$ cat config.mk
export PLATFORM = sky130hd
export DESIGN_NAME = tsfg_ctrl
export DESIGN_NICKNAME = d
export VERILOG_FILES = /design/src/rtl/assert_macros.svh /design/src/rtl/tsfg_pkg.sv /design/src/rtl/tsfg_ctrl.sv
export SDC_FILE = /design/constraint.sdc
export NUM_CORES = 1
export LEC_CHECK = 0
export BUFFER_PORTS_ARGS = -buffer_cell sky130_fd_sc_hd__buf_2
export CORE_UTILIZATION = 40
export CTS_CLUSTER_DIAMETER = 80
export CTS_CLUSTER_SIZE = 12
export DETAILED_ROUTE_END_ITERATION = 8
export PLACE_DENSITY = 0.69
export SLEW_MARGIN = 10
export SYNTH_ARGS = -nofsm -noshare
export SYNTH_HDL_FRONTEND = slang
export SYNTH_SLANG_ARGS = --single-unit
$ cat constraint.sdc
create_clock -name i_clk -period 4.2 [get_ports i_clk]
set_clock_uncertainty 0.2 [all_clocks]
set_input_delay 0.42 -clock i_clk [delete_from_list [all_inputs] [get_ports i_clk]]
set_output_delay 0.42 -clock i_clk [all_outputs]
set_load 0.05 [all_outputs]
$ cat src/rtl/assert_macros.svh
// Assertion macros used by the datapath of the factor histogram block.
`ifndef ASSERT_MACROS_SVH
`define ASSERT_MACROS_SVH
`ifndef NO_ASSERTIONS
// Property must hold at every rising clock edge outside reset.
`define TSFG_ASSERT(lbl, clk, rst_n, prop) \
    lbl: assert property (@(posedge clk) disable iff (!rst_n) (prop)) \
        else $error("tsfg assertion failed");
// Condition must never be true outside reset.
`define TSFG_NEVER(lbl, clk, rst_n, cond) \
    lbl: assert property (@(posedge clk) disable iff (!rst_n) !(cond)) \
        else $error("tsfg forbidden condition seen");
`else
`define TSFG_ASSERT(lbl, clk, rst_n, prop)
`define TSFG_NEVER(lbl, clk, rst_n, cond)
`endif
`endif

$ cat src/rtl/tsfg_pkg.sv
// Package with the shared types and constants of the factor histogram block.
`default_nettype none
package tsfg_pkg;
    localparam int VALUE_BITS_DEF = 16;
    localparam int COUNT_BITS_DEF = 16;
    localparam int FIRST_DIVISOR  = 2;

    typedef enum logic [1:0] {
        KIND_ADD_A = 2'd0,
        KIND_ADD_B = 2'd1,
        KIND_QUERY = 2'd2,
        KIND_CLEAR = 2'd3
    } t_kind;

    typedef enum logic [3:0] {
        ST_CLEAR,
        ST_IDLE,
        ST_TEST,
        ST_DIV,
        ST_CHECK,
        ST_BUMP_RD,
        ST_BUMP_WR,
        ST_LEFT_RD,
        ST_LEFT_WR,
        ST_Q_RD,
        ST_Q_OUT
    } t_state;

    typedef struct packed {
        logic load_item;   // capture operand, restart the divisor sweep
        logic set_b;       // item targets set B
        logic clr_init;    // restart the clearing sweep
        logic clr_step;    // zero one entry of both histograms
        logic div_start;   // begin a division of the remaining value by d
        logic div_step;    // one restoring division step
        logic rest_update; // divisor went in evenly: keep quotient, count it
        logic next_div;    // move on to the next divisor
        logic addr_rest;   // memory address is the remaining value, not d
        logic mem_wr;      // write back the saturated count
        logic amount_one;  // add one instead of the exponent
        logic out_load;    // load the query result register
    } t_cmd;

    typedef struct packed {
        logic sq_gt_rest;
        logic rest_gt1;
        logic rem_zero;
        logic exp_nz;
        logic div_last;
        logic clr_last;
        logic out_free;
    } t_status;
endpackage
`default_nettype wire

$ cat src/rtl/tsfg_ctrl.sv
// Controller state machine of the factor histogram block.
`default_nettype none
module tsfg_ctrl (
    input  logic             i_clk,
    input  logic             i_rst_n,
    input  logic             i_in_valid,
    input  logic [1:0]       i_kind,
    input  tsfg_pkg::t_status i_status,
    output tsfg_pkg::t_cmd   o_cmd,
    output logic             o_in_stall
);
    import tsfg_pkg::*;

    t_state r_state, n_state;
    t_kind  kind;

    assign kind       = t_kind'(i_kind);
    assign o_in_stall = (r_state != ST_IDLE);

    always_ff @(posedge i_clk) begin
        if (!i_rst_n) begin
            r_state <= ST_CLEAR;
        end else begin
            r_state <= n_state;
        end
    end

    always_comb begin
        n_state = r_state;
        o_cmd   = '0;
        case (r_state)
            ST_CLEAR: begin
                o_cmd.clr_step = 1'b1;
                if (i_status.clr_last) begin
                    n_state = ST_IDLE;
                end
            end
            ST_IDLE: begin
                if (i_in_valid) begin
                    case (kind)
                        KIND_ADD_A, KIND_ADD_B: begin
                            o_cmd.load_item = 1'b1;
                            o_cmd.set_b     = (kind == KIND_ADD_B);
                            n_state         = ST_TEST;
                        end
                        KIND_QUERY: begin
                            o_cmd.load_item = 1'b1;
                            n_state         = ST_Q_RD;
                        end
                        default: begin
                            o_cmd.clr_init = 1'b1;
                            n_state        = ST_CLEAR;
                        end
                    endcase
                end
            end
            ST_TEST: begin
                if (i_status.sq_gt_rest) begin
                    n_state = i_status.rest_gt1 ? ST_LEFT_RD : ST_IDLE;
                end else begin
                    o_cmd.div_start = 1'b1;
                    n_state         = ST_DIV;
                end
            end
            ST_DIV: begin
                o_cmd.div_step = 1'b1;
                if (i_status.div_last) begin
                    n_state = ST_CHECK;
                end
            end
            ST_CHECK: begin
                if (i_status.rem_zero) begin
                    o_cmd.rest_update = 1'b1;
                    o_cmd.div_start   = 1'b1;
                    n_state           = ST_DIV;
                end else if (i_status.exp_nz) begin
                    n_state = ST_BUMP_RD;
                end else begin
                    o_cmd.next_div = 1'b1;
                    n_state        = ST_TEST;
                end
            end
            ST_BUMP_RD: begin
                n_state = ST_BUMP_WR;
            end
            ST_BUMP_WR: begin
                o_cmd.mem_wr   = 1'b1;
                o_cmd.next_div = 1'b1;
                n_state        = ST_TEST;
            end
            ST_LEFT_RD: begin
                o_cmd.addr_rest = 1'b1;
                n_state         = ST_LEFT_WR;
            end
            ST_LEFT_WR: begin
                o_cmd.addr_rest  = 1'b1;
                o_cmd.mem_wr     = 1'b1;
                o_cmd.amount_one = 1'b1;
                n_state          = ST_IDLE;
            end
            ST_Q_RD: begin
                o_cmd.addr_rest = 1'b1;
                n_state         = ST_Q_OUT;
            end
            ST_Q_OUT: begin
                o_cmd.addr_rest = 1'b1;
                if (i_status.out_free) begin
                    o_cmd.out_load = 1'b1;
                    n_state        = ST_IDLE;
                end
            end
            default: begin
                n_state = ST_IDLE;
            end
        endcase
    end
endmodule
`default_nettype wire

==> results of run 1 <==
-- layout make-up --
| cell class | count | area, µm² |
|---|---|---|
| Multi-Input combinational cell | 62 | 387.9 |
| Clock buffer | 3 | 22.52 |
| Fill cell | 124 | 505.5 |
| Tap cell | 14 | 17.52 |
| Timing Repair Buffer | 24 | 120.1 |
| Inverter | 6 | 22.52 |
| Sequential cell | 4 | 80.08 |
-- synthesized netlist by cell type, drive strengths merged (2+ instances only) --
cell type  instances
inv                6
a21oi              5
dfxtp              4
o21ai              3
nor2              10
buf                4
nand2             10
or2                2
nor3               4
o22ai              2
nand2b             5
a31oi              2
-- metal layers --
metal  track usage (%)  vias up  share of wire, %
met5                 0        -                 0
met4             6.250        0                 0
met3             3.488        0               4.0
met2             30.51       16                49
met1             27.92      279                47
li1                  -      325                 -
-- metrics by stage --
| stage | utilization, % | setup WS, ns | hold WS [ns] |
|---|---|---|---|
| after floorplan | - | 1.608 | 0.3490 |
| after global placement | 54.33 | 2.241 | 0.5064 |
| after detailed placement | 54.33 | 2.209 | 0.5047 |
| after CTS | 56.28 | 1.953 | 0.2660 |
| after global routing | 56.28 | 1.857 | 0.2676 |
| final | 56.28 | 1.963 | 0.2741 |
-- power by group through the flow --
stage / registers [mW] / logic [mW] / clock network (mW)
after floorplan: 0.0517 / 0.169 / 0
after global placement: 0.0710 / 0.182 / 0
after global routing: 0.0729 / 0.198 / 0.0512
after CTS: 0.0690 / 0.183 / 0.0476
final: 0.0691 / 0.183 / 0.0464
after detailed placement: 0.0698 / 0.182 / 0
-- cell families (layout without fill, tap and decap cells) --
group                  count (synthesis)  in the layout  synth area share (%)
DFF                                    4              4                 15.24
buffers and inverters                 10             33                 10.95
and+or+nand+nor                       39             39                 38.81
AOI/OAI and AO/OA                     21             21                 30.95
muxes                                  2              2                 4.048
-- path summary, 6_finish.rpt --
check,depth (start not counted),from,endpoint,slack (ns)
worst max-delay path,4,r_state[3],o_cmd[10],1.96
worst max register to register,4,r_state[0],r_state[3],2.54
worst min-delay path,3,i_rst_n,r_state[1],0.27
worst min register to register,3,r_state[2],r_state[0],0.54
-- critical path: stages (launching register included) --
cell and delay (ns):
dfxtp_1 0.41, nor2_1 0.29, nand4_1 0.19, nor3b_1 0.21, buf_2 0.29
==> results.ini, run 1 <==
[die]
die-area_mm2 = 0.001463
ioPinCount = 25
rows = 12
core_area_mm2 = 0.001156
start_util_pct = 45.45
fp.dieW_um = 38.25
die_y_um = 38.25

[synth]
ys_seq_elements = 4
ys_warn_count = 0
synthArstFlopShare_pct = 0
syn-cell-area_um2 = 525.5
synth_largest_area_cell = dfxtp_1
netlist-cell-type-count = 37
yosysSeqAreaShare_pct = 15.24
netlist_top_cells_area = dfxtp_1 15%, nand2_1 7.1%, nor2_1 7.1%
synth_edf_count = 0
synth.avg_cell_area_um2 = 6.915
synth.top_cell.area_share_pct = 15.24
synthCells = 76
ys.flop_type = dfxtp_1
syn_nets = 88

[timing]
relSlewSlack_pct = 71.45
setup_viol = 0
rsz0062_at_grt = false
fmaxAchievable_mhz = 447.1
final-max-slew-violation-count = 0
post-route-min-period_ns = 2.237
fin_setup_tns_ns = 0
finalHoldViolations = 0
worst_pin_slew_ns = 0.4276
post-route-period-util_pct = 53.26

[placed_design]
hpwlAfterDp_um = 1002
place_inst = 110
numPortBuffers = 24
place_congestion = 0.8361
dpl_cell_area_um2 = 628.1

[global_routing]
grt_max_degree = 15
grt_antenna_before_repair = 0
track_usage_pct = 19.93
grt_pass1_wl_um = 2104
grt_pass1_vias = 513
grt_overflow_total = 0

[finish]
area_growth_syn_to_layout_pct = 23.81
design_area_um2 = 650.6
largest_register_ffs = 4
stdcell_count = 113
top_regs = r_state (4)
final_common_cell = buf_2
mostFrequentLayoutCells = 24 x buf_2, 10 x nand2_1, 10 x nor2_1
largest-register = r_state
fin_nets = 113
diodes = 0
drive_gt1_share_pct = 34.34

[run]
drv_cap = 0

[pwr]
power_frac_seq_pct = 23.2
switchingPower_uw = 162.2
power_frac_clock_pct = 15.6
power_frac_comb_pct = 61.3
p_leak_nw = 0.3146
total_power_uw = 298.1
ir_drop_v = 0.0002215
p_int_uw = 135.9
power.density_mw_per_mm2 = 458.2
swShare_pct = 54.42

[routing]
totalWireLength_um = 1268
drt_iter0_drc = 33
vias = 620
drc = 0
postRouteAntennaNets = 0
drt-pass1-iter-count = 4
vias_per_cell = 5.487
wl_per_cell_um = 11.22

[clock_tree]
cts_sinks = 4
cts_tree = yes
clock_path_buffers = 2
clk_latency_ns = 0.23
cts_inserted_buffers = 3
cts_resized = 0
holdBufCountCts = 0
root_buffer = clkbuf_4
clk_pin_slew_ns = 0.04
htree_levels = 1
post_cts_buffers = 0

[critical_path]
end_kind = output pin
path_max_fanout = 9
crit_path_start_kind = flop
worst-setup-path-type = flop to output pin
worstPathArrival_ns = 1.62
cp.required_ns = 3.58

[hold_path]
hp-class = primary input to flop

[run_status]
outcome = finished, final reports clean

(Power assumes the default switching activity.)
==> inputs of run 2 (changes only) <==
--- a/config.mk
+++ b/config.mk
@@ -5,12 +5,14 @@
 export SDC_FILE = /design/constraint.sdc
 export NUM_CORES = 1
 export LEC_CHECK = 0
+export ABC_AREA = 1
 export BUFFER_PORTS_ARGS = -buffer_cell sky130_fd_sc_hd__buf_2
-export CORE_UTILIZATION = 40
+export CORE_AREA = 2 2 39 41
 export CTS_CLUSTER_DIAMETER = 80
 export CTS_CLUSTER_SIZE = 12
 export DETAILED_ROUTE_END_ITERATION = 8
-export PLACE_DENSITY = 0.69
+export DIE_AREA = 0 0 41 43
+export PLACE_DENSITY = 0.63
 export SLEW_MARGIN = 10
 export SYNTH_ARGS = -nofsm -noshare
 export SYNTH_HDL_FRONTEND = slang
==> constraint.sdc (replaced) <==
create_clock -name i_clk -period 2.26 [get_ports i_clk]
set_clock_uncertainty 0.2 [all_clocks]
set_input_delay 0.226 -clock i_clk [delete_from_list [all_inputs] [get_ports i_clk]]
set_output_delay 0.226 -clock i_clk [all_outputs]
set_load 0.05 [all_outputs]
==> run 2 against run 1 <==
Compared with the run above:
- non-clock buffer count stayed put
- global-route usage decreased by 3.5 points
- clock-buffer cell count unchanged
- clock power increased by 85%
- worst hold slack got worse by 0.21 ns
- synthesized cell count up 12%
- register-to-register slack worse by 1.8 ns
- sequential cell count did not move
- critical path type unchanged
- largest cell class unchanged
- largest power group unchanged
==> results.ini, run 2 <==
[synth]
syn_nets = 97
ys_seq_elements = 4
synth-compound-area-share_pct = 13.83
synth_largest_area_cell = dfxtp_1
netlist-cell-type-count = 21
synth_edf_count = 0
synth.area.mux_share_pct = 0
synthCells = 85
ys.flop_type = dfxtp_1
synth_common_cells = 15 x inv_1, 15 x nand2_1, 12 x nor2_1
yosysSeqAreaShare_pct = 17.02
yosys.area_share.simple_pct = 56.38
netlist_top_cells_area = dfxtp_1 17%, inv_1 12%, nand2_1 12%
synth_top_family_by_area = simple AND/OR/NAND/NOR gates
synthArstFlopShare_pct = 0
yosys.area_share.xor_xnor_pct = 0
ys_warn_count = 0
syn-cell-area_um2 = 470.5
synthAdderAreaFrac_pct = 0
synth.top_cell.area_share_pct = 17.02
synth.avg_cell_area_um2 = 5.535

[clock_tree]
post_cts_buffers = 0
cts_inserted_buffers = 3
cts_tree = yes
clock_path_buffers = 2
clk_latency_ns = 0.23
cts_sinks = 4
clk_pin_slew_ns = 0.03
root_buffer = clkbuf_4
holdBufCountCts = 0
cts_resized = 0
htree_levels = 1

[timing]
final-max-slew-violation-count = 0
rsz0062_at_grt = false
fmaxAchievable_mhz = 494.8
relSlewSlack_pct = 80.05
finalHoldViolations = 0
post-route-period-util_pct = 89.43
setup_viol = 0
fin_setup_tns_ns = 0
hold_ws_ns = 0.06112
worst_pin_slew_ns = 0.2990
post-route-min-period_ns = 2.021

[global_routing]
grt_pass1_vias = 536
grt_antenna_before_repair = 0
grt_pass1_wl_um = 2021
track_usage_pct = 16.47
grt_overflow_total = 0
grt_max_degree = 9

[run]
drv_cap = 0

[routing]
drc = 0
totalWireLength_um = 1273
vias = 627
drt_iter0_drc = 13
drt-pass1-iter-count = 6
postRouteAntennaNets = 0
wl_per_cell_um = 9.945
vias_per_cell = 4.898

[hold_path]
hp-class = primary input to flop

[critical_path]
cp.required_ns = 1.83
worst-setup-path-type = flop to output pin
worstPathArrival_ns = 1.60
cp_slowest_stage_delay_ns = 0.37
crit_path_start_kind = flop
cp_slowest_cell = dfxtp_1
crit_chain = nor2_1 -> inv_1 -> nor2_1 -> inv_1 -> o22ai_1 -> buf_2
end_kind = output pin
path_max_fanout = 7

[finish]
mostFrequentLayoutCells = 24 x buf_2, 15 x nand2_1, 15 x inv_1
diodes = 0
fin_nets = 126
area_growth_syn_to_layout_pct = 35.90
largest_register_ffs = 4
top_regs = r_state (4)
stdcell_count = 128
drive_gt1_share_pct = 33.93
largest-register = r_state
final_common_cell = buf_2

[placed_design]
place_congestion = 0.8386
place_inst = 125
hpwlAfterDp_um = 1096
numPortBuffers = 24

[die]
die-area_mm2 = 0.001763
start_util_pct = 34.00
rows = 14
ioPinCount = 25
core_area_mm2 = 0.001384
fp.dieW_um = 41
die_y_um = 43

[pwr]
power.density_mw_per_mm2 = 927.8
ir_drop_v = 0.0003469
p_leak_nw = 0.3571

[run_status]
outcome = finished, final reports clean

run 2: area by class of cell:
type,count,area (µm²)
inverters,16,60.06
repair buffers,24,120.1
clock buffers,3,22.52
fillers,147,744.5
flip-flops and latches,4,80.08
multi-input cells,65,336.6
well taps,16,20.02
run 2: metal layers:
layer  vias to the layer above  GRT usage [%]  wire length (µm)  share of wire, %
met4                         0          4.000                 0                 0
met2                        28          26.56               603                47
met5                         -              0                 0                 0
li1                        334              -                 -                 -
met1                       265          20.58               551                43
met3                         0          4.712               119               9.3
run 2: power breakdown:
part	internal, mW	total [mW]	switching (mW)
clock	0.0592	0.0857	0.0265
sequential	0.0865	0.113	0.0267
combinational	0.104	0.394	0.290
total	0.250	0.593	0.343
run 2: per-stage QoR:
step	total power [mW]	util (%)	setup WS, ns	instance area [µm²]
2_1_floorplan	0.4256	-	0.04361	476.7
3_3_place_gp	0.5078	44.57	0.5616	616.8
3_5_place_dp	0.5085	44.57	0.4944	616.8
4_1_cts	0.5963	46.20	0.2422	639.4
5_1_grt	0.6452	46.20	0.07485	639.4
6_report	0.5932	46.20	0.2389	639.4
run 2: path summary, 6_finish.rpt:
check	slack, ns	startpoint	endpoint	cells past startpoint
worst max-delay path	0.24	r_state[0]	o_cmd[7]	6
worst min-delay path	0.06	i_rst_n	r_state[0]	3
worst max register to register	0.78	r_state[0]	r_state[0]	7
worst min register to register	0.36	r_state[1]	r_state[1]	2
run 2: cell families (layout without fill, tap and decap cells):
| kind of cell | Yosys count | after routing |
|---|---|---|
| flops | 4 | 4 |
| compound gates | 12 | 12 |
| simple gates | 53 | 53 |
| buf+inv | 16 | 43 |
run 2: critical path: cells and delay by family (launching register included):
family                 cells  cell delay [ns]
AO/OA/AOI/OAI              1             0.11
buffers and inverters      3             0.48
flip-flops                 1             0.37
AND/OR/NAND/NOR            2             0.40
